### src/sv/sejs_pkg.sv
package sejs_pkg;

   localparam int unsigned ADDR_W  = 16;
   localparam int unsigned SIZE_W  = 17;
   localparam int unsigned BLOCK_W = 7;
   localparam int unsigned PAGE_W  = 9;
   localparam int unsigned CSR_IDX_W  = 3;
   localparam int unsigned CSR_DATA_W = 17;
   localparam int unsigned DIV_STEPS  = 17;

   localparam logic [2:0] OP_READ    = 3'd0;
   localparam logic [2:0] OP_WRITE   = 3'd1;
   localparam logic [2:0] OP_COMPARE = 3'd2;
   localparam logic [2:0] OP_POLL    = 3'd3;
   localparam logic [2:0] OP_CANCEL  = 3'd4;

   localparam logic [2:0] CSR_FAST_MODE    = 3'd0;
   localparam logic [2:0] CSR_FAST_READ    = 3'd1;
   localparam logic [2:0] CSR_NORMAL_READ  = 3'd2;
   localparam logic [2:0] CSR_FAST_WRITE   = 3'd3;
   localparam logic [2:0] CSR_NORMAL_WRITE = 3'd4;
   localparam logic [2:0] CSR_PAGE_BYTES   = 3'd5;
   localparam logic [2:0] CSR_DEVICE_BYTES = 3'd6;
   localparam logic [2:0] CSR_BASE_OFFSET  = 3'd7;

   localparam logic [1:0] SPI_PENDING = 2'd0;
   localparam logic [1:0] SPI_OK      = 2'd1;

   localparam logic [1:0] CMD_NONE   = 2'd0;
   localparam logic [1:0] CMD_READ   = 2'd1;
   localparam logic [1:0] CMD_WRITE  = 2'd2;
   localparam logic [1:0] CMD_STATUS = 2'd3;

   localparam logic [1:0] RES_OK        = 2'd0;
   localparam logic [1:0] RES_PENDING   = 2'd1;
   localparam logic [1:0] RES_FAILED    = 2'd2;
   localparam logic [1:0] RES_CANCELLED = 2'd3;

   localparam logic [1:0] KIND_NONE    = 2'd0;
   localparam logic [1:0] KIND_READ    = 2'd1;
   localparam logic [1:0] KIND_WRITE   = 2'd2;
   localparam logic [1:0] KIND_COMPARE = 2'd3;

   localparam logic [1:0] PH_MAIN   = 2'd0;
   localparam logic [1:0] PH_STATUS = 2'd1;
   localparam logic [1:0] PH_CHECK  = 2'd2;

   localparam logic [7:0] STATUS_MASK = 8'hff;

   typedef struct packed {
      logic [2:0]  opcode;
      logic [15:0] address;
      logic [16:0] length;
      logic [1:0]  spi_result;
      logic        spi_accepts;
      logic [7:0]  status_byte;
      logic        compare_equal;
   } req_type;

   typedef struct packed {
      logic        accepted;
      logic [1:0]  spi_command;
      logic [15:0] spi_address;
      logic [6:0]  chunk_bytes;
      logic [16:0] buffer_offset;
      logic        compare_check;
      logic        driver_busy;
      logic [1:0]  job_result;
      logic        job_end;
      logic        job_error;
   } rsp_type;

   typedef struct packed {
      logic load;
      logic div_step;
      logic commit;
   } cmd_type;

   typedef struct packed {
      logic div_last;
   } sts_type;

   typedef enum logic [1:0] {
      ST_IDLE,
      ST_DIV,
      ST_EXEC
   } state_type;

endpackage

### src/sv/sejs_ctrl.sv
module sejs_ctrl (
   input  logic              clock,
   input  logic              reset,
   input  logic              req_valid,
   output logic              req_stall,
   output logic              rsp_valid,
   input  logic              rsp_stall,
   input  sejs_pkg::sts_type sts,
   output sejs_pkg::cmd_type cmd
);
   import sejs_pkg::*;

   state_type state_ff, state_in;
   logic      rsp_valid_ff, rsp_valid_in;
   logic      slot_free;

   assign slot_free = !rsp_valid_ff || !rsp_stall;

   always_comb begin
      state_in = state_ff;
      unique case (state_ff)
         ST_IDLE: if (req_valid) state_in = ST_DIV;
         ST_DIV:  if (sts.div_last) state_in = ST_EXEC;
         ST_EXEC: if (slot_free) state_in = ST_IDLE;
         default: state_in = ST_IDLE;
      endcase
   end

   always_comb begin
      cmd = '0;
      req_stall = 1'b1;
      unique case (state_ff)
         ST_IDLE: begin
            req_stall = 1'b0;
            cmd.load  = req_valid;
         end
         ST_DIV:  cmd.div_step = 1'b1;
         ST_EXEC: cmd.commit = slot_free;
         default: ;
      endcase
   end

   always_comb begin
      rsp_valid_in = rsp_valid_ff;
      if (rsp_valid_ff && !rsp_stall) rsp_valid_in = 1'b0;
      if (cmd.commit) rsp_valid_in = 1'b1;
   end

   always_ff @(posedge clock) begin
      if (reset) begin
         state_ff     <= ST_IDLE;
         rsp_valid_ff <= 1'b0;
      end else begin
         state_ff     <= state_in;
         rsp_valid_ff <= rsp_valid_in;
      end
   end

   assign rsp_valid = rsp_valid_ff;

endmodule

### src/sv/sejs_dp.sv
module sejs_dp #(
   parameter int unsigned COMPARE_BLOCK = 64,
   parameter int unsigned ADDR_BITS     = 16
) (
   input  logic                                 clock,
   input  logic                                 reset,
   input  sejs_pkg::req_type                    req_payload,
   output sejs_pkg::rsp_type                    rsp_payload,
   input  logic                                 csr_write,
   input  logic [sejs_pkg::CSR_IDX_W-1:0]       csr_index,
   input  logic [sejs_pkg::CSR_DATA_W-1:0]      csr_data,
   input  sejs_pkg::cmd_type                    cmd,
   output sejs_pkg::sts_type                    sts
);
   import sejs_pkg::*;

   localparam int unsigned BLK_W = $clog2(COMPARE_BLOCK + 1);
   localparam logic [31:0] ADDR_MASK32 = (32'd1 << ADDR_BITS) - 32'd1;
   localparam logic [SIZE_W-1:0] ADDR_MASK = ADDR_MASK32[SIZE_W-1:0];
   localparam logic [SIZE_W-1:0] CB17 = SIZE_W'(COMPARE_BLOCK);

   // configuration
   logic                fast_mode_ff;
   logic [BLOCK_W-1:0]  fast_read_ff, normal_read_ff, fast_write_ff, normal_write_ff;
   logic [PAGE_W-1:0]   page_ff;
   logic [SIZE_W-1:0]   device_ff;
   logic [ADDR_W-1:0]   base_ff;

   // job state
   logic                busy_ff, busy_in, first_ff, first_in;
   logic [1:0]          result_ff, result_in, kind_ff, kind_in, phase_ff, phase_in;
   logic [SIZE_W-1:0]   naddr_ff, naddr_in, left_ff, left_in, done_ff, done_in;
   logic [BLOCK_W-1:0]  limit_ff, limit_in;
   logic [BLK_W-1:0]    bleft_ff, bleft_in, bbytes_ff, bbytes_in;

   // request and remainder divider
   req_type             req_ff;
   logic [SIZE_W-1:0]   quot_ff;
   logic [PAGE_W-1:0]   rem_ff;
   logic [4:0]          cnt_ff;
   logic [PAGE_W:0]     trial;
   rsp_type             rsp_ff, rsp_in;

   assign trial = {rem_ff, quot_ff[SIZE_W-1]};
   assign sts.div_last = (cnt_ff == 5'(DIV_STEPS - 1));

   always_ff @(posedge clock) begin
      if (cmd.load) begin
         req_ff  <= req_payload;
         quot_ff <= naddr_ff;
         rem_ff  <= '0;
         cnt_ff  <= '0;
      end else if (cmd.div_step) begin
         quot_ff <= {quot_ff[SIZE_W-2:0], 1'b0};
         cnt_ff  <= cnt_ff + 5'd1;
         if (trial >= {1'b0, page_ff}) rem_ff <= PAGE_W'(trial - {1'b0, page_ff});
         else rem_ff <= trial[PAGE_W-1:0];
      end
   end

   function automatic logic [BLOCK_W-1:0] clamp_block(input logic [BLOCK_W-1:0] v);
      if (v == '0) return BLOCK_W'(1);
      if (v > BLOCK_W'(64)) return BLOCK_W'(64);
      return v;
   endfunction

   always_comb begin
      logic [SIZE_W-1:0]  cur_left;
      logic [SIZE_W-1:0]  addr17, len17;
      logic [BLOCK_W-1:0] blk, c;
      logic [PAGE_W:0]    room;
      logic               go, done_sub, fail, acc;
      logic [1:0]         ph;

      busy_in = busy_ff; first_in = first_ff; result_in = result_ff;
      kind_in = kind_ff; phase_in = phase_ff; naddr_in = naddr_ff;
      left_in = left_ff; done_in = done_ff; limit_in = limit_ff;
      bleft_in = bleft_ff; bbytes_in = bbytes_ff;
      rsp_in = '0;
      addr17 = {1'b0, req_ff.address};
      len17 = req_ff.length;
      acc = req_ff.spi_accepts;
      cur_left = (kind_ff == KIND_COMPARE) ? SIZE_W'(bleft_ff) : left_ff;
      go = 1'b0; done_sub = 1'b0; fail = 1'b0;
      ph = phase_ff; c = '0; room = '0; blk = '0;

      case (req_ff.opcode)
         OP_READ, OP_WRITE, OP_COMPARE: begin
            if (!busy_ff && addr17 < device_ff && len17 <= device_ff - addr17) begin
               if (req_ff.opcode == OP_WRITE)
                  blk = fast_mode_ff ? fast_write_ff : normal_write_ff;
               else
                  blk = fast_mode_ff ? fast_read_ff : normal_read_ff;
               busy_in = 1'b1;
               result_in = RES_PENDING;
               kind_in = (req_ff.opcode == OP_READ) ? KIND_READ :
                         (req_ff.opcode == OP_WRITE) ? KIND_WRITE : KIND_COMPARE;
               limit_in = clamp_block(blk);
               first_in = 1'b1;
               phase_in = PH_MAIN;
               naddr_in = SIZE_W'(addr17 + {1'b0, base_ff});
               left_in = len17;
               done_in = '0;
               bbytes_in = (len17 < CB17) ? len17[BLK_W-1:0] : BLK_W'(COMPARE_BLOCK);
               bleft_in = bbytes_in;
               rsp_in.accepted = 1'b1;
            end
         end
         OP_POLL: begin
            if (result_ff == RES_PENDING && busy_ff && kind_ff != KIND_NONE) begin
               if (first_ff) begin
                  first_in = 1'b0;
                  go = 1'b1;
               end else if (req_ff.spi_result == SPI_PENDING) begin
                  go = 1'b0;
               end else if (req_ff.spi_result != SPI_OK) begin
                  fail = 1'b1;
               end else begin
                  go = 1'b1;
               end
               if (go) begin
                  if (ph == PH_CHECK)
                     ph = ((req_ff.status_byte & STATUS_MASK) & 8'h01) != 8'h00 ?
                          PH_STATUS : PH_MAIN;
                  if (ph == PH_STATUS) begin
                     phase_in = PH_STATUS;
                     if (acc) begin
                        rsp_in.spi_command = CMD_STATUS;
                        phase_in = PH_CHECK;
                     end
                  end else begin
                     phase_in = PH_MAIN;
                     if (cur_left == '0) begin
                        done_sub = 1'b1;
                     end else begin
                        c = (cur_left < SIZE_W'(limit_ff)) ? cur_left[BLOCK_W-1:0] : limit_ff;
                        if (kind_ff == KIND_WRITE && page_ff != '0) begin
                           room = {1'b0, page_ff} - {1'b0, rem_ff};
                           if ({3'b0, c} > room) c = room[BLOCK_W-1:0];
                        end
                        if (acc) begin
                           rsp_in.spi_command = (kind_ff == KIND_WRITE) ? CMD_WRITE : CMD_READ;
                           rsp_in.spi_address = ADDR_W'(naddr_ff & ADDR_MASK);
                           rsp_in.chunk_bytes = c;
                           rsp_in.buffer_offset = done_ff;
                           naddr_in = SIZE_W'(naddr_ff + SIZE_W'(c));
                           done_in = SIZE_W'(done_ff + SIZE_W'(c));
                           if (kind_ff == KIND_COMPARE) bleft_in = BLK_W'(cur_left - SIZE_W'(c));
                           else left_in = SIZE_W'(cur_left - SIZE_W'(c));
                           phase_in = PH_STATUS;
                        end
                     end
                  end
               end
               if (done_sub) begin
                  if (kind_ff != KIND_COMPARE) begin
                     rsp_in.job_end = 1'b1;
                     result_in = RES_OK;
                     busy_in = 1'b0; kind_in = KIND_NONE; phase_in = PH_MAIN; first_in = 1'b0;
                  end else begin
                     if (bbytes_ff != '0) rsp_in.compare_check = 1'b1;
                     if (bbytes_ff != '0 && !req_ff.compare_equal) begin
                        fail = 1'b1;
                     end else begin
                        left_in = SIZE_W'(left_ff - SIZE_W'(bbytes_ff));
                        if (left_in == '0) begin
                           rsp_in.job_end = 1'b1;
                           result_in = RES_OK;
                           busy_in = 1'b0; kind_in = KIND_NONE;
                           phase_in = PH_MAIN; first_in = 1'b0;
                        end else begin
                           bbytes_in = (left_in < CB17) ? left_in[BLK_W-1:0] :
                                       BLK_W'(COMPARE_BLOCK);
                           bleft_in = bbytes_in;
                           first_in = 1'b1;
                           phase_in = PH_MAIN;
                        end
                     end
                  end
               end
               if (fail) begin
                  rsp_in.job_error = 1'b1;
                  result_in = RES_FAILED;
                  busy_in = 1'b0; kind_in = KIND_NONE; phase_in = PH_MAIN; first_in = 1'b0;
               end
            end
         end
         OP_CANCEL: begin
            rsp_in.job_error = 1'b1;
            result_in = (result_ff == RES_PENDING) ? RES_CANCELLED : result_ff;
            busy_in = 1'b0; kind_in = KIND_NONE; phase_in = PH_MAIN; first_in = 1'b0;
         end
         default: ;
      endcase
      rsp_in.driver_busy = busy_in;
      rsp_in.job_result = result_in;
   end

   always_ff @(posedge clock) begin
      if (reset) begin
         fast_mode_ff <= 1'b0;
         fast_read_ff <= 7'd64; normal_read_ff <= 7'd32;
         fast_write_ff <= 7'd32; normal_write_ff <= 7'd16;
         page_ff <= 9'd16; device_ff <= 17'd2048; base_ff <= '0;
      end else if (csr_write) begin
         case (csr_index)
            CSR_FAST_MODE:    fast_mode_ff <= csr_data[0];
            CSR_FAST_READ:    fast_read_ff <= csr_data[BLOCK_W-1:0];
            CSR_NORMAL_READ:  normal_read_ff <= csr_data[BLOCK_W-1:0];
            CSR_FAST_WRITE:   fast_write_ff <= csr_data[BLOCK_W-1:0];
            CSR_NORMAL_WRITE: normal_write_ff <= csr_data[BLOCK_W-1:0];
            CSR_PAGE_BYTES:   page_ff <= csr_data[PAGE_W-1:0];
            CSR_DEVICE_BYTES: device_ff <= csr_data[SIZE_W-1:0];
            CSR_BASE_OFFSET:  base_ff <= csr_data[ADDR_W-1:0];
            default: ;
         endcase
      end
   end

   always_ff @(posedge clock) begin
      if (reset) begin
         busy_ff <= 1'b0; first_ff <= 1'b0; result_ff <= RES_OK;
         kind_ff <= KIND_NONE; phase_ff <= PH_MAIN;
         naddr_ff <= '0; left_ff <= '0; done_ff <= '0;
         limit_ff <= '0; bleft_ff <= '0; bbytes_ff <= '0;
      end else if (cmd.commit) begin
         busy_ff <= busy_in; first_ff <= first_in; result_ff <= result_in;
         kind_ff <= kind_in; phase_ff <= phase_in;
         naddr_ff <= naddr_in; left_ff <= left_in; done_ff <= done_in;
         limit_ff <= limit_in; bleft_ff <= bleft_in; bbytes_ff <= bbytes_in;
      end
   end

   always_ff @(posedge clock) begin
      if (cmd.commit) rsp_ff <= rsp_in;
   end

   assign rsp_payload = rsp_ff;

endmodule

### src/sv/spi_eeprom_job_sequencer.sv
// Serial EEPROM job sequencer: each item, whatever its opcode, gives one result item.
// After an item is accepted, the block forms the bit-serial remainder of the job address
// by the page size that caps write chunks, then updates the job state and registers the
// result. The next item is taken only when the block is idle again, so one item is in
// flight at a time. A result waiting on rsp_stall does not block acceptance of the next
// item; that item's update waits only until the output register is free.
module spi_eeprom_job_sequencer #(
   parameter int unsigned COMPARE_BLOCK = 64,
   parameter int unsigned ADDR_BITS     = 16
) (
   input  logic                            clock,
   input  logic                            reset,
   input  logic                            req_valid,
   output logic                            req_stall,
   input  sejs_pkg::req_type               req_payload,
   output logic                            rsp_valid,
   input  logic                            rsp_stall,
   output sejs_pkg::rsp_type               rsp_payload,
   input  logic                            csr_write,
   input  logic [sejs_pkg::CSR_IDX_W-1:0]  csr_index,
   input  logic [sejs_pkg::CSR_DATA_W-1:0] csr_data
);
   import sejs_pkg::*;

   cmd_type cmd;
   sts_type sts;

   sejs_ctrl u_ctrl (
      .clock     (clock),
      .reset     (reset),
      .req_valid (req_valid),
      .req_stall (req_stall),
      .rsp_valid (rsp_valid),
      .rsp_stall (rsp_stall),
      .sts       (sts),
      .cmd       (cmd)
   );

   sejs_dp #(
      .COMPARE_BLOCK (COMPARE_BLOCK),
      .ADDR_BITS     (ADDR_BITS)
   ) u_dp (
      .clock       (clock),
      .reset       (reset),
      .req_payload (req_payload),
      .rsp_payload (rsp_payload),
      .csr_write   (csr_write),
      .csr_index   (csr_index),
      .csr_data    (csr_data),
      .cmd         (cmd),
      .sts         (sts)
   );

`ifndef NO_ASSERTIONS
   a_commit_slot_free: assert property (@(posedge clock) disable iff (reset)
      cmd.commit |-> (!rsp_valid || !rsp_stall))
      else $error("state update while result slot occupied");

   a_one_in_flight: assert property (@(posedge clock) disable iff (reset)
      (req_valid && !req_stall) |=> req_stall)
      else $error("second item accepted while one is in flight");

   a_load_only_on_accept: assert property (@(posedge clock) disable iff (reset)
      cmd.load |-> (req_valid && !req_stall))
      else $error("request latched without handshake");
`endif

endmodule

### config.mk
export PLATFORM = sky130hd
export DESIGN_NAME = spi_eeprom_job_sequencer
export DESIGN_NICKNAME = d
export VERILOG_FILES = /design/src/sv/sejs_pkg.sv /design/src/sv/sejs_ctrl.sv /design/src/sv/sejs_dp.sv /design/src/sv/spi_eeprom_job_sequencer.sv
export SDC_FILE = /design/constraint.sdc
export NUM_CORES = 1
export LEC_CHECK = 0
export BUFFER_PORTS_ARGS = -buffer_cell sky130_fd_sc_hd__buf_2
export CORE_ASPECT_RATIO = 0.75
export CORE_MARGIN = 1
export CORE_UTILIZATION = 55
export DETAILED_ROUTE_END_ITERATION = 7
export PLACE_DENSITY = 0.82
export SLEW_MARGIN = 20
export SYNTH_ARGS = -nofsm -noshare
export SYNTH_HDL_FRONTEND = slang
export SYNTH_SLANG_ARGS = --single-unit
### constraint.sdc
create_clock -name clock -period 7.8 [get_ports clock]
set_input_delay 1.17 -clock clock [delete_from_list [all_inputs] [get_ports clock]]
set_output_delay 1.17 -clock clock [all_outputs]
set_load 0.03 [all_outputs]
Word-level counts from Yosys, hierarchy flattened
Index checks and enable logic that the tools add are counted.
{"block": "op_classes", "eq_ne": 37, "muxes": 166, "add_sub_neg": 9, "bitwise_logic": 5, "reduce_logical": 46, "magnitude_cmp": 8}
{"operator": "17-bit two-way mux", "count": 25}
{"operator": "7-bit two-way mux", "count": 35}
{"operator": "17-bit case mux with 2 select lines", "count": 3}
{"operator": "42-bit two-way mux", "count": 2}
{"operator": "2-bit two-way mux", "count": 36}
{"operator": "1-bit two-way mux", "count": 55}
{"operator": "17-bit by 7-bit adder with 17-bit output", "count": 2}
{"operator": "17-bit zero test", "count": 2}
{"operator": "17-bit by 7-bit < comparator with 1-bit output, second input constant", "count": 2}
{"operator": "17-bit by 7-bit subtractor with 17-bit output", "count": 2}
{"operator": "7-bit case mux with 2 select lines", "count": 2}
{"operator": "2-bit case mux with 3 select lines", "count": 4}
{"operator": "16-bit by 16-bit adder with 17-bit output", "count": 1}
{"operator": "17-bit less-or-equal comparator", "count": 1}
{"operator": "16-bit by 17-bit < comparator with 1-bit output", "count": 1}
{"operator": "17-bit by 7-bit < comparator with 1-bit output", "count": 1}
{"operator": "17-bit by 16-bit subtractor with 17-bit output", "count": 1}
{"operator": "2-bit != test, second input constant", "count": 8}
{"operator": "2-bit AND reduction", "count": 8}
{"operator": "8-bit AND reduction", "count": 2}
{"operator": "3-bit == test, second input constant", "count": 5}
{"operator": "2-bit by 1-bit != test with 1-bit output, second input constant", "count": 7}
{"operator": "3-bit by 2-bit == test with 1-bit output, second input constant", "count": 4}
{"operator": "3-bit AND reduction", "count": 4}
{"operator": "other kinds (32)", "count": 58}
{"block": "totals", "regBits": 275, "out_inout_bits": 51, "word_cells": 312, "input_bits": 73}

Depth between registers and ports, before layout
Gate-level depths: netlist of the first run.
{"block": "logic_depth", "ltp_word": 26, "mapped_depth": 32, "depth_no_buf": 29}

Modules after synthesis
From an unflattened synthesis of the first run, not the netlist that was laid out.
{"block": "hier_totals", "cells_unflattened": 1808, "area_unflattened_um2": 16264.3}
{"module": "sejs_dp", "seq_area_each_um2": 6516.2, "area_per_inst_um2": 16102.9, "cells_each": 1789, "instances": 1}
{"module": "sejs_ctrl", "seq_area_each_um2": 60.1, "area_per_inst_um2": 161.4, "cells_each": 19, "instances": 1}

Least setup slack after synthesis of the first run
No wires, ideal clock.
{"block": "synth_timing", "path_kind": "flip-flop to flip-flop", "start": "reg u_dp.kind_ff[0]", "end": "reg u_dp.naddr_ff[6]", "arrival_time_ps": 6566, "required_time_ps": 7714, "path_buffers": 1, "setup_time_ps": 86, "path_stages_with_launch": 30, "synth_period_minus_slack_ps": 6652, "slack_ps": 1148, "path_cell_list": "dfxtp_1 > nand2_1 > mux2i_1 > inv_1 > ha_1 > a21oi_1 > nand3_1 > o211ai_1 > nand2_1 > o21ai_1 > inv_1 > ha_1 > a21oi_1 > nand2_1 > a31o_2 > o211ai_1 > a211o_1 > clkbuf_1 > nor2_1 > a21oi_1 > inv_1 > fa_1 > a21oi_1 > a311o_1 > o221ai_1 > a31oi_1 > nor2_1 > maj3_1 > xnor2_1 > a211oi_1"}
{"block": "synth_via", "elab_chain_cells": 19, "word_cells_on_any_way": 27, "cone_classes": "add/sub (1); order compare (2); eq/ne (4); mux (15); reduce/logical (5)"}
{"element": "start: declaration", "line": "sejs_dp.sv:31", "text": "logic [1:0] result_ff, result_in, kind_ff, kind_in, phase_ff, phase_in;"}
{"element": "start signal: assignment", "line": "sejs_dp.sv:228", "text": "kind_ff <= kind_in; phase_ff <= phase_in;"}
{"element": "2-bit == test", "line": "sejs_dp.sv:83", "text": "cur_left = (kind_ff == KIND_COMPARE) ? SIZE_W'(bleft_ff) : left_ff;"}
{"element": "17-bit two-way mux", "line": "sejs_dp.sv:83"}
{"element": "17-bit by 7-bit < comparator with 1-bit output", "line": "sejs_dp.sv:136", "text": "c = (cur_left < SIZE_W'(limit_ff)) ? cur_left[BLOCK_W-1:0] : limit_ff;"}
{"element": "7-bit two-way mux", "line": "sejs_dp.sv:136"}
{"element": "7-bit by 10-bit > comparator with 1-bit output", "line": "sejs_dp.sv:139", "text": "if ({3'b0, c} > room) c = room[BLOCK_W-1:0];"}
{"element": "7-bit two-way mux", "line": "sejs_dp.sv:139"}
{"element": "7-bit two-way mux", "line": "sejs_dp.sv:137", "text": "if (kind_ff == KIND_WRITE && page_ff != '0) begin"}
{"element": "7-bit two-way mux", "line": "sejs_dp.sv:133", "text": "if (cur_left == '0) begin"}
{"element": "[... 3 more ...]"}
{"element": "7-bit two-way mux", "line": "sejs_dp.sv:87", "text": "case (req_ff.opcode)"}
{"element": "17-bit by 7-bit adder with 17-bit output", "line": "sejs_dp.sv:146", "text": "naddr_in = SIZE_W'(naddr_ff + SIZE_W'(c));"}
{"element": "17-bit two-way mux", "line": "sejs_dp.sv:141", "text": "if (acc) begin"}
{"element": "17-bit two-way mux", "line": "sejs_dp.sv:133"}
{"element": "17-bit two-way mux", "line": "sejs_dp.sv:125", "text": "if (ph == PH_STATUS) begin"}
{"element": "17-bit two-way mux", "line": "sejs_dp.sv:121", "text": "if (go) begin"}
{"element": "17-bit two-way mux", "line": "sejs_dp.sv:110", "text": "if (result_ff == RES_PENDING && busy_ff && kind_ff != KIND_NONE) begin"}
{"element": "17-bit case mux with 2 select lines", "line": "sejs_dp.sv:87"}
{"element": "end signal: assignment", "line": "sejs_dp.sv:229", "text": "naddr_ff <= naddr_in; left_ff <= left_in; done_ff <= done_in;"}
{"element": "end: declaration", "line": "sejs_dp.sv:32", "text": "logic [SIZE_W-1:0] naddr_ff, naddr_in, left_ff, left_in, done_ff, done_in;"}
Several ways; a longest one is shown, not always the timed one. The select of a mux whose other input is x is not followed.
A chain may end at the register's enable or synchronous reset.

Final worst setup path of the first run
{"block": "layout_timing", "start": "reg u_dp.kind_ff[1]", "end": "reg u_dp.naddr_ff[6]"}
Same word-level chain as after synthesis.

==> results of run 1 <==
## power breakdown
group / switching [mW] / internal (mW) / leakage (nW)
logic: 0.505 / 0.325 / 4.46
registers: 0.0528 / 1.56 / 2.28
clock network: 0.573 / 0.785 / 0.455
total: 1.13 / 2.67 / 7.20
## worst max-delay path, stage by stage, from the launching register on
cell and delay, ns:
dfxtp_1 0.43, nand2_1 0.13, mux2i_2 0.38, inv_1 0.20, ha_1 0.37, nand4_1 0.10, nand3_1 0.10, o211ai_1 0.31
nand2_1 0.25, buf_4 0.25, o21ai_0 0.28, ha_1 0.30, nand3_1 0.09, o21ai_1 0.07, a311oi_1 0.36, o211ai_1 0.27
a211o_1 0.42, a21oi_1 0.38, inv_1 0.23, fa_1 0.50, a21oi_1 0.26, a311o_1 0.16, o221ai_1 0.17, a31oi_1 0.35
nor2_1 0.09, maj3_1 0.37, xnor2_1 0.13, a211oi_1 0.27
## path summary, 6_finish.rpt
check | start | slack [ns] | cells past startpoint | to
setup / recovery | u_dp.kind_ff[1] | 0.45 | 27 | u_dp.naddr_ff[6]
hold / removal | u_dp.normal_write_ff[5] | 0.46 | 2 | u_dp.normal_write_ff[5]
hold reg to reg | u_dp.normal_write_ff[5] | 0.46 | 2 | u_dp.normal_write_ff[5]
setup reg to reg | u_dp.kind_ff[1] | 0.45 | 27 | u_dp.naddr_ff[6]
## registers in the layout (all words and copies together) (netlist names), 9 cells and up
name              count
u_dp.base_ff         16
u_dp.device_ff       17
u_dp.done_ff         17
u_dp.left_ff         17
u_dp.naddr_ff        17
u_dp.page_ff          9
u_dp.quot_ff         17
u_dp.rem_ff           9
u_dp.req_ff          41
u_dp.rsp_payload     49
## placed cells by master (no fill, tap or decap), types with 12 or more instances in the layout
master / synthesis / routed
buf_4: 0 / 27
nor3_1: 35 / 34
and2_1: 46 / 46
or2_2: 12 / 12
mux2i_1: 42 / 40
edfxtp_1: 107 / 107
o21a_1: 14 / 14
a211oi_1: 18 / 18
nor2b_1: 18 / 18
a31oi_1: 15 / 15
ha_1: 101 / 101
or3_1: 12 / 12
o211ai_1: 30 / 30
buf_2: 4 / 115
xor2_1: 17 / 17
a21oi_1: 173 / 173
o22ai_1: 14 / 14
nor4_1: 18 / 18
nand4_1: 22 / 22
clkbuf_16: 0 / 30
nand2_1: 236 / 236
dfxtp_1: 168 / 168
mux2_2: 18 / 18
and3_1: 19 / 19
nor2_1: 168 / 166
xnor2_1: 47 / 47
nand3_1: 39 / 39
a21o_1: 33 / 33
nand2b_1: 25 / 25
inv_1: 113 / 112
o21ai_0: 58 / 56
## stage by stage
stage	hold WS [ns]	utilization
after floorplan	0.433	-
after global placement	0.441	0.596
after detailed placement	0.448	0.596
after CTS	0.457	0.628
after global routing	0.474	0.628
final	0.459	0.628
## what timing repair did
item,in CTS,in global routing
resized for setup,0,2
setup endpoints to repair,0,2
hold buffers,0,0
## kinds of logic after synthesis
| family | count (synthesis) | synth area share |
|---|---|---|
| and+or+nand+nor | 681 | 0.196 |
| AOI/OAI and AO/OA | 474 | 0.190 |
| DFF | 275 | 0.400 |
| buffers and inverters | 190 | 0.0441 |
| adders and majority gates | 114 | 0.0896 |
| muxes | 67 | 0.0474 |
| xor gates and xnor gates | 64 | 0.0341 |
## area by class of cell
| class | count | area share |
|---|---|---|
| Multi-Input combinational cell | 1400 | 0.499 |
| Sequential cell | 275 | 0.358 |
| Clock buffer | 37 | 0.0434 |
| Timing Repair Buffer | 142 | 0.0423 |
| Tap cell | 392 | 0.0267 |
| Inverter | 115 | 0.0235 |
| Clock inverter | 15 | 0.00694 |
## per-layer routing
metal / global-route usage / wire length (µm) / vias up
li1: - / - / 6956
met1: 0.416 / 20000 / 6861
met2: 0.441 / 19700 / 702
met3: 0.0495 / 4250 / 90
met4: 0.0833 / 1200 / 0
met5: 0 / 0 / -
==> impl_summary.txt, run 1 <==
----------------------------------------------------
[Status]
  Run status ... finished clean

[Cells and area]
  Fill cell total of the finished layout ... 2434
  Ant diodes ... 0
  Multi-input combinational cell area ... 9180 µm²
  Number of standard cells in the layout, taps in and fillers out ... 2376
  Final instance area ... 18400 µm²
  P&R area growth vs syn ... 11.7%
  Post-layout nets ... 2144
  Sequential cell area ... 6580 µm²
  Fraction of layout instances using a drive strength above 1 ... 0.124

[Timing]
  Clock period minus final worst setup slack ... 7.35 ns
  Final Slew Violations ... 0
  Final Cycle Share ... 0.942
  Aggregate negative setup slack ... 0 ns
  Setup repair after global routing missed its margin ... no
  Final Worst Setup Slack ... 0.449 ns
  Setup Skew ... 0.0166 ns
  Fmax achieved ... 136 MHz
  Number of hold-slack violations in the final timing report ... 0
  Worst slew margin ... 0.285
  # setup viols final ... 0
  Slew at the pin closest to its max-slew limit ... 1.07 ns

[Placement]
  Hpwl dp ... 33400 µm
  Gpl congestion ... 1.00
  Count of port buffers added during placement ... 116
  Cell area after placement ... 17400 µm²
  Total placed cells including tap cells ... 2324
  Setup Slack @ Placement ... 0.602 ns

[GRT]
  Overall overflow remaining after global route ... 0
  Initial antenna violation count ... 0
  Combined global-route utilization of all metal layers ... 0.288
  Global-route wire length before repair ... 71800 µm
  Number of global-route vias before repair ... 13600
  Pin count of the biggest net entering global routing ... 93

[Worst setup path]
  Element type at the critical path start ... register
  Crit-path max FO ... 13
  Critical path data arrival time ... 7.81 ns
  Startpoint-to-endpoint class of the critical path ... register to register
  Kind of end point of the critical path ... register
  Data required time at the worst endpoint ... 8.26 ns

[Floorplan]
  Starting density of the core ... 0.562
  Io pins ... 124
  Core Area ... 29300 µm²
  Total Die Area ... 30600 µm²
  Vertical extent of the die ... 152 µm
  FP Rows ... 54
  Horizontal die dimension ... 202 µm

[CTS]
  TritonCTS buffer count ... 28
  Insertion delay to the later sink of the worst-skew pair ... 0.57 ns
  Postcts setup bufs ... 0
  # H-tree levels ... 1
  TritonCTS clock tree ... done
  Maximum count of clock buffers along a single path ... 3
  CTS Root Buffer Type ... clkbuf_16
  Num Clock Sinks ... 275
  Clk pin slew, worst setup/hold paths ... 0.07 ns

[Power and ir drop]
  Leakage power summed over all cells ... 7.20 nW
  Maximum vdd drop ... 0.152 mV
  Total power of the final layout ... 3.80 mW
  Power density over the cells ... 207 nW/µm²

[Synth]
  Number of warnings printed during yosys synthesis ... 0
  Gate Count Post-Synth ... 1865
  Area share of the largest cell type after synthesis ... 0.204
  Most frequently used flop master after synthesis ... dfxtp_1
  Syn avg cell area ... 8.82 µm²
  Top cells by area in the synthesized netlist ... dfxtp_1, edfxtp_1, ha_1
  Most numerous cell in the Yosys netlist ... nand2_1
  Seq/Total Area, Yosys ... 0.400
  Number of nets produced by synthesis ... 2047
  Count of flip-flops with a built-in enable after synthesis ... 107
  Most frequent cells after synthesis ... nand2_1, a21oi_1, dfxtp_1, nor2_1, inv_1
  Cell accounting for the most synthesized area ... dfxtp_1
  Number of flip-flops and latches in the synthesized netlist ... 275
  Post-synthesis async set-or-reset flop share ... 0
  Post-synthesis instance area ... 16500 µm²
  Number of different library cells in the post-synthesis netlist ... 89

[Flow run]
  Max-cap violations ... 0

[Detailed routing]
  DR DRC count ... 0
  Avg Vias per Cell ... 6.15
  Routed wire length per instance ... 19.0 µm
  Count of nets left with antenna violations after detail routing ... 0
  Total wire length after detailed routing ... 45100 µm
  Initial DRC count ... 1464
  Number of iterations in the first detailed-routing pass ... 7
  Number of vias in the routed layout ... 14600

[Hold path]
  Path category of the worst min-delay check ... register to register

----------------------------------------------------
(Power assumes the default switching activity.)
==> inputs of run 2 (changes only) <==
--- a/config.mk
+++ b/config.mk
@@ -10,4 +10,5 @@
 export CORE_MARGIN = 1
 export CORE_UTILIZATION = 55
+export CTS_BUF_LIST = sky130_fd_sc_hd__clkbuf_2
 export DETAILED_ROUTE_END_ITERATION = 7
 export PLACE_DENSITY = 0.82
==> constraint.sdc (replaced) <==
create_clock -name clock -period 7.8 [get_ports clock]
set_input_delay 0.78 -clock clock [delete_from_list [all_inputs] [get_ports clock]]
set_output_delay 0.78 -clock clock [all_outputs]
set_load 0.03 [all_outputs]
==> run 2 against run 1 <==
  * Power fell by 6.7%
  * Maximum frequency fell by 1.7%
  * Non-clock buffer count rose by 29
  * Worst setup slack got worse by 0.13 ns
  * Final area rose by 0.43%
  * Highest routed layer unchanged
==> impl_summary.txt, run 2 (synthesized netlist as in run 1, its figures left out) <==
----------------------------------------------------
[Status]
  Run status ... finished clean (unchanged)

[Worst setup path]
  Kind of end point of the critical path ... register (unchanged)
  Crit Reg-Reg Endpoint ... u_dp.naddr_ff[15] (was u_dp.naddr_ff[6])
  Source of the worst register-to-register timing path ... u_dp.kind_ff[0] (was u_dp.kind_ff[1])
  Setup slack, reg-to-reg ... 0.32 ns (was 0.45 ns)
  Element type at the critical path start ... register (unchanged)
  Worst Setup EP ... u_dp.naddr_ff[15] (was u_dp.naddr_ff[6])
  Critical path data arrival time ... 8.23 ns (was 7.81 ns)
  Data required time at the worst endpoint ... 8.56 ns (was 8.26 ns)
  Crit-path max FO ... 12 (was 13)
  Path depth of the worst reg2reg path ... 27 (unchanged)
  Startpoint-to-endpoint class of the critical path ... register to register (unchanged)
  Launching instance or port of the critical path ... u_dp.kind_ff[0] (was u_dp.kind_ff[1])

[CTS]
  Postcts setup bufs ... 0 (unchanged)
  Clk pin slew, worst setup/hold paths ... 0.11 ns (was 0.07 ns)
  TritonCTS buffer count ... 68 (was 28)
  # H-tree levels ... 3 (was 1)
  Insertion delay to the later sink of the worst-skew pair ... 0.92 ns (was 0.57 ns)
  CTS Root Buffer Type ... clkbuf_2 (was clkbuf_16)
  Num Clock Sinks ... 275 (unchanged)
  Maximum count of clock buffers along a single path ... 3 (unchanged)
  TritonCTS clock tree ... done (unchanged)

[Cells and area]
  Leading cell type in the layout, fill and taps excluded ... nand2_1 (unchanged)
  Most used cells in the layout excluding fill and tap cells ... nand2_1, a21oi_1, dfxtp_1, nor2_1, buf_2 (unchanged)
  Post-layout nets ... 2213 (was 2144)
  P&R area growth vs syn ... 12.2% (was 11.7%)
  Final instance area ... 18500 µm² (was 18400 µm²)
  Fraction of layout instances using a drive strength above 1 ... 0.153 (was 0.124)
  Max FFs per register ... 49 (unchanged)

[Hold path]
  Path category of the worst min-delay check ... primary input to register (was register to register)
  Start point of the worst min-delay path ... req_payload[25] (was u_dp.normal_write_ff[5])

[Detailed routing]
  Initial DRC count ... 1368 (was 1464)
  Count of nets left with antenna violations after detail routing ... 0 (unchanged)
  Avg Vias per Cell ... 6.04 (was 6.15)
  Number of vias in the routed layout ... 15000 (was 14600)
  Routed wire length per instance ... 18.5 µm (was 19.0 µm)
  Total wire length after detailed routing ... 45900 µm (was 45100 µm)
  Number of iterations in the first detailed-routing pass ... 5 (was 7)
  DR DRC count ... 0 (unchanged)

[Floorplan]
  Starting density of the core ... 0.562 (unchanged)
  Io pins ... 124 (unchanged)
  Horizontal die dimension ... 202 µm (unchanged)
  FP Rows ... 54 (unchanged)
  Core Area ... 29300 µm² (unchanged)
  Vertical extent of the die ... 152 µm (unchanged)
  Total Die Area ... 30600 µm² (unchanged)

[GRT]
  Combined global-route utilization of all metal layers ... 0.297 (was 0.288)
  Pin count of the biggest net entering global routing ... 94 (was 93)
  Global-route wire length before repair ... 73400 µm (was 71800 µm)
  Initial antenna violation count ... 1 (was 0)
  Overall overflow remaining after global route ... 0 (unchanged)
  Number of global-route vias before repair ... 14200 (was 13600)

[Placement]
  Setup Slack @ Placement ... 0.545 ns (was 0.602 ns)
  Hpwl dp ... 33500 µm (was 33400 µm)
  Cell area after placement ... 17400 µm² (unchanged)
  Count of port buffers added during placement ... 116 (unchanged)
  Gpl congestion ... 0.988 (was 1.00)

[Timing]
  Setup repair after global routing missed its margin ... no (unchanged)
  Setup Skew ... 0.0742 ns (was 0.0166 ns)
  Worst hold margin ... 0.0534 ns (was 0.459 ns)
  Final Worst Setup Slack ... 0.321 ns (was 0.449 ns)
  # setup viols final ... 0 (unchanged)
  Fmax achieved ... 134 MHz (was 136 MHz)
  Number of hold-slack violations in the final timing report ... 0 (unchanged)
  Worst slew margin ... 0.295 (was 0.285)
  Final Cycle Share ... 0.959 (was 0.942)
  Final Slew Violations ... 0 (unchanged)
  Clock period minus final worst setup slack ... 7.48 ns (was 7.35 ns)
  Slew at the pin closest to its max-slew limit ... 1.05 ns (was 1.07 ns)
  Aggregate negative setup slack ... 0 ns (unchanged)

[Power and ir drop]
  Leakage power summed over all cells ... 7.38 nW (was 7.20 nW)
  Power density over the cells ... 192 nW/µm² (was 207 nW/µm²)
  Maximum vdd drop ... 0.147 mV (was 0.152 mV)
  Total power of the final layout ... 3.54 mW (was 3.80 mW)

[Flow run]
  Max-cap violations ... 0 (unchanged)

----------------------------------------------------
[run 2: changes by cell type in the layout (fill, tap and decap cells not counted), moves of 4 or more]
cell | before | now
clkbuf_2 | 1 | 102
clkbuf_16 | 30 | 0
dlygate4sd3_1 | 0 | 29
clkbuf_1 | 4 | 0
clkinv_1 | 7 | 11
[run 2: worst min-delay path by stage]
stage / slack (ns) / endpoint / cells after the start
2_1_floorplan: 0.43 / u_dp.normal_write_ff[6] / 2
5_1_grt: 0.002 / u_dp.req_ff[19] / 1
3_3_place_gp: 0.44 / u_dp.normal_write_ff[0] / 2
6_report: 0.05 / u_dp.req_ff[25] / 1
3_5_place_dp: 0.45 / u_dp.normal_write_ff[0] / 2
4_1_cts: 0.001 / u_dp.req_ff[13] / 1
[run 2: area by class of cell]
class | count | area, µm²
sequential | 275 | 6580
tap | 392 | 490
timing repair buffer | 171 | 1070
clock buffer | 102 | 510
fill | 2481 | 10800
antenna | 2 | 5.00
multi-input combinational | 1400 | 9180
inverter | 115 | 432
clock inverter | 21 | 199
[run 2: per-stage QoR]
step	std cells	util
after floorplan	1865	-
after global placement	2324	0.596
after detailed placement	2324	0.596
after CTS	2474	0.630
after global routing	2478	0.631
final	2478	0.631
[run 2: layer usage]
metal  wire length, µm  up-vias  track usage
li1                  -     7113            -
met1             20800     7075        0.426
met2             20000      677        0.451
met3              3940       97       0.0538
met4              1140        0        0.102
met5                 0        -            0
[run 2: repair_timing]
item	in CTS	in global routing
hold buffers	27	2
gates resized for setup	0	2
endpoints found under the hold margin	27	2
endpoints found under the setup margin	0	5
[run 2: worst max-delay path, cell delays in order (launching register included)]
cell      delay [ns]
dfxtp_1         0.44
nand2_1         0.13
mux2i_2         0.40
inv_1           0.19
ha_1            0.37
nand4_1         0.09
nand3_1         0.09
o211ai_1        0.31
nand2_1         0.34
buf_4           0.28
o21ai_0         0.29
ha_1            0.31
nand3_1         0.09
o21ai_1         0.07
a311oi_1        0.38
o211ai_1        0.26
a211o_1         0.42
a21oi_1         0.35
inv_1           0.22
ha_1            0.32
a21o_1          0.12
a21oi_1         0.11
o311ai_1        0.37
a311oi_1        0.17
a211oi_2        0.60
nand2_1         0.15
a32o_1          0.23
a22o_1          0.23
[run 2: power breakdown]
part           internal, mW  switching [mW]
Clock                 0.483           0.606
Combinational         0.335           0.510
Sequential             1.56          0.0538
Total                  2.37            1.17
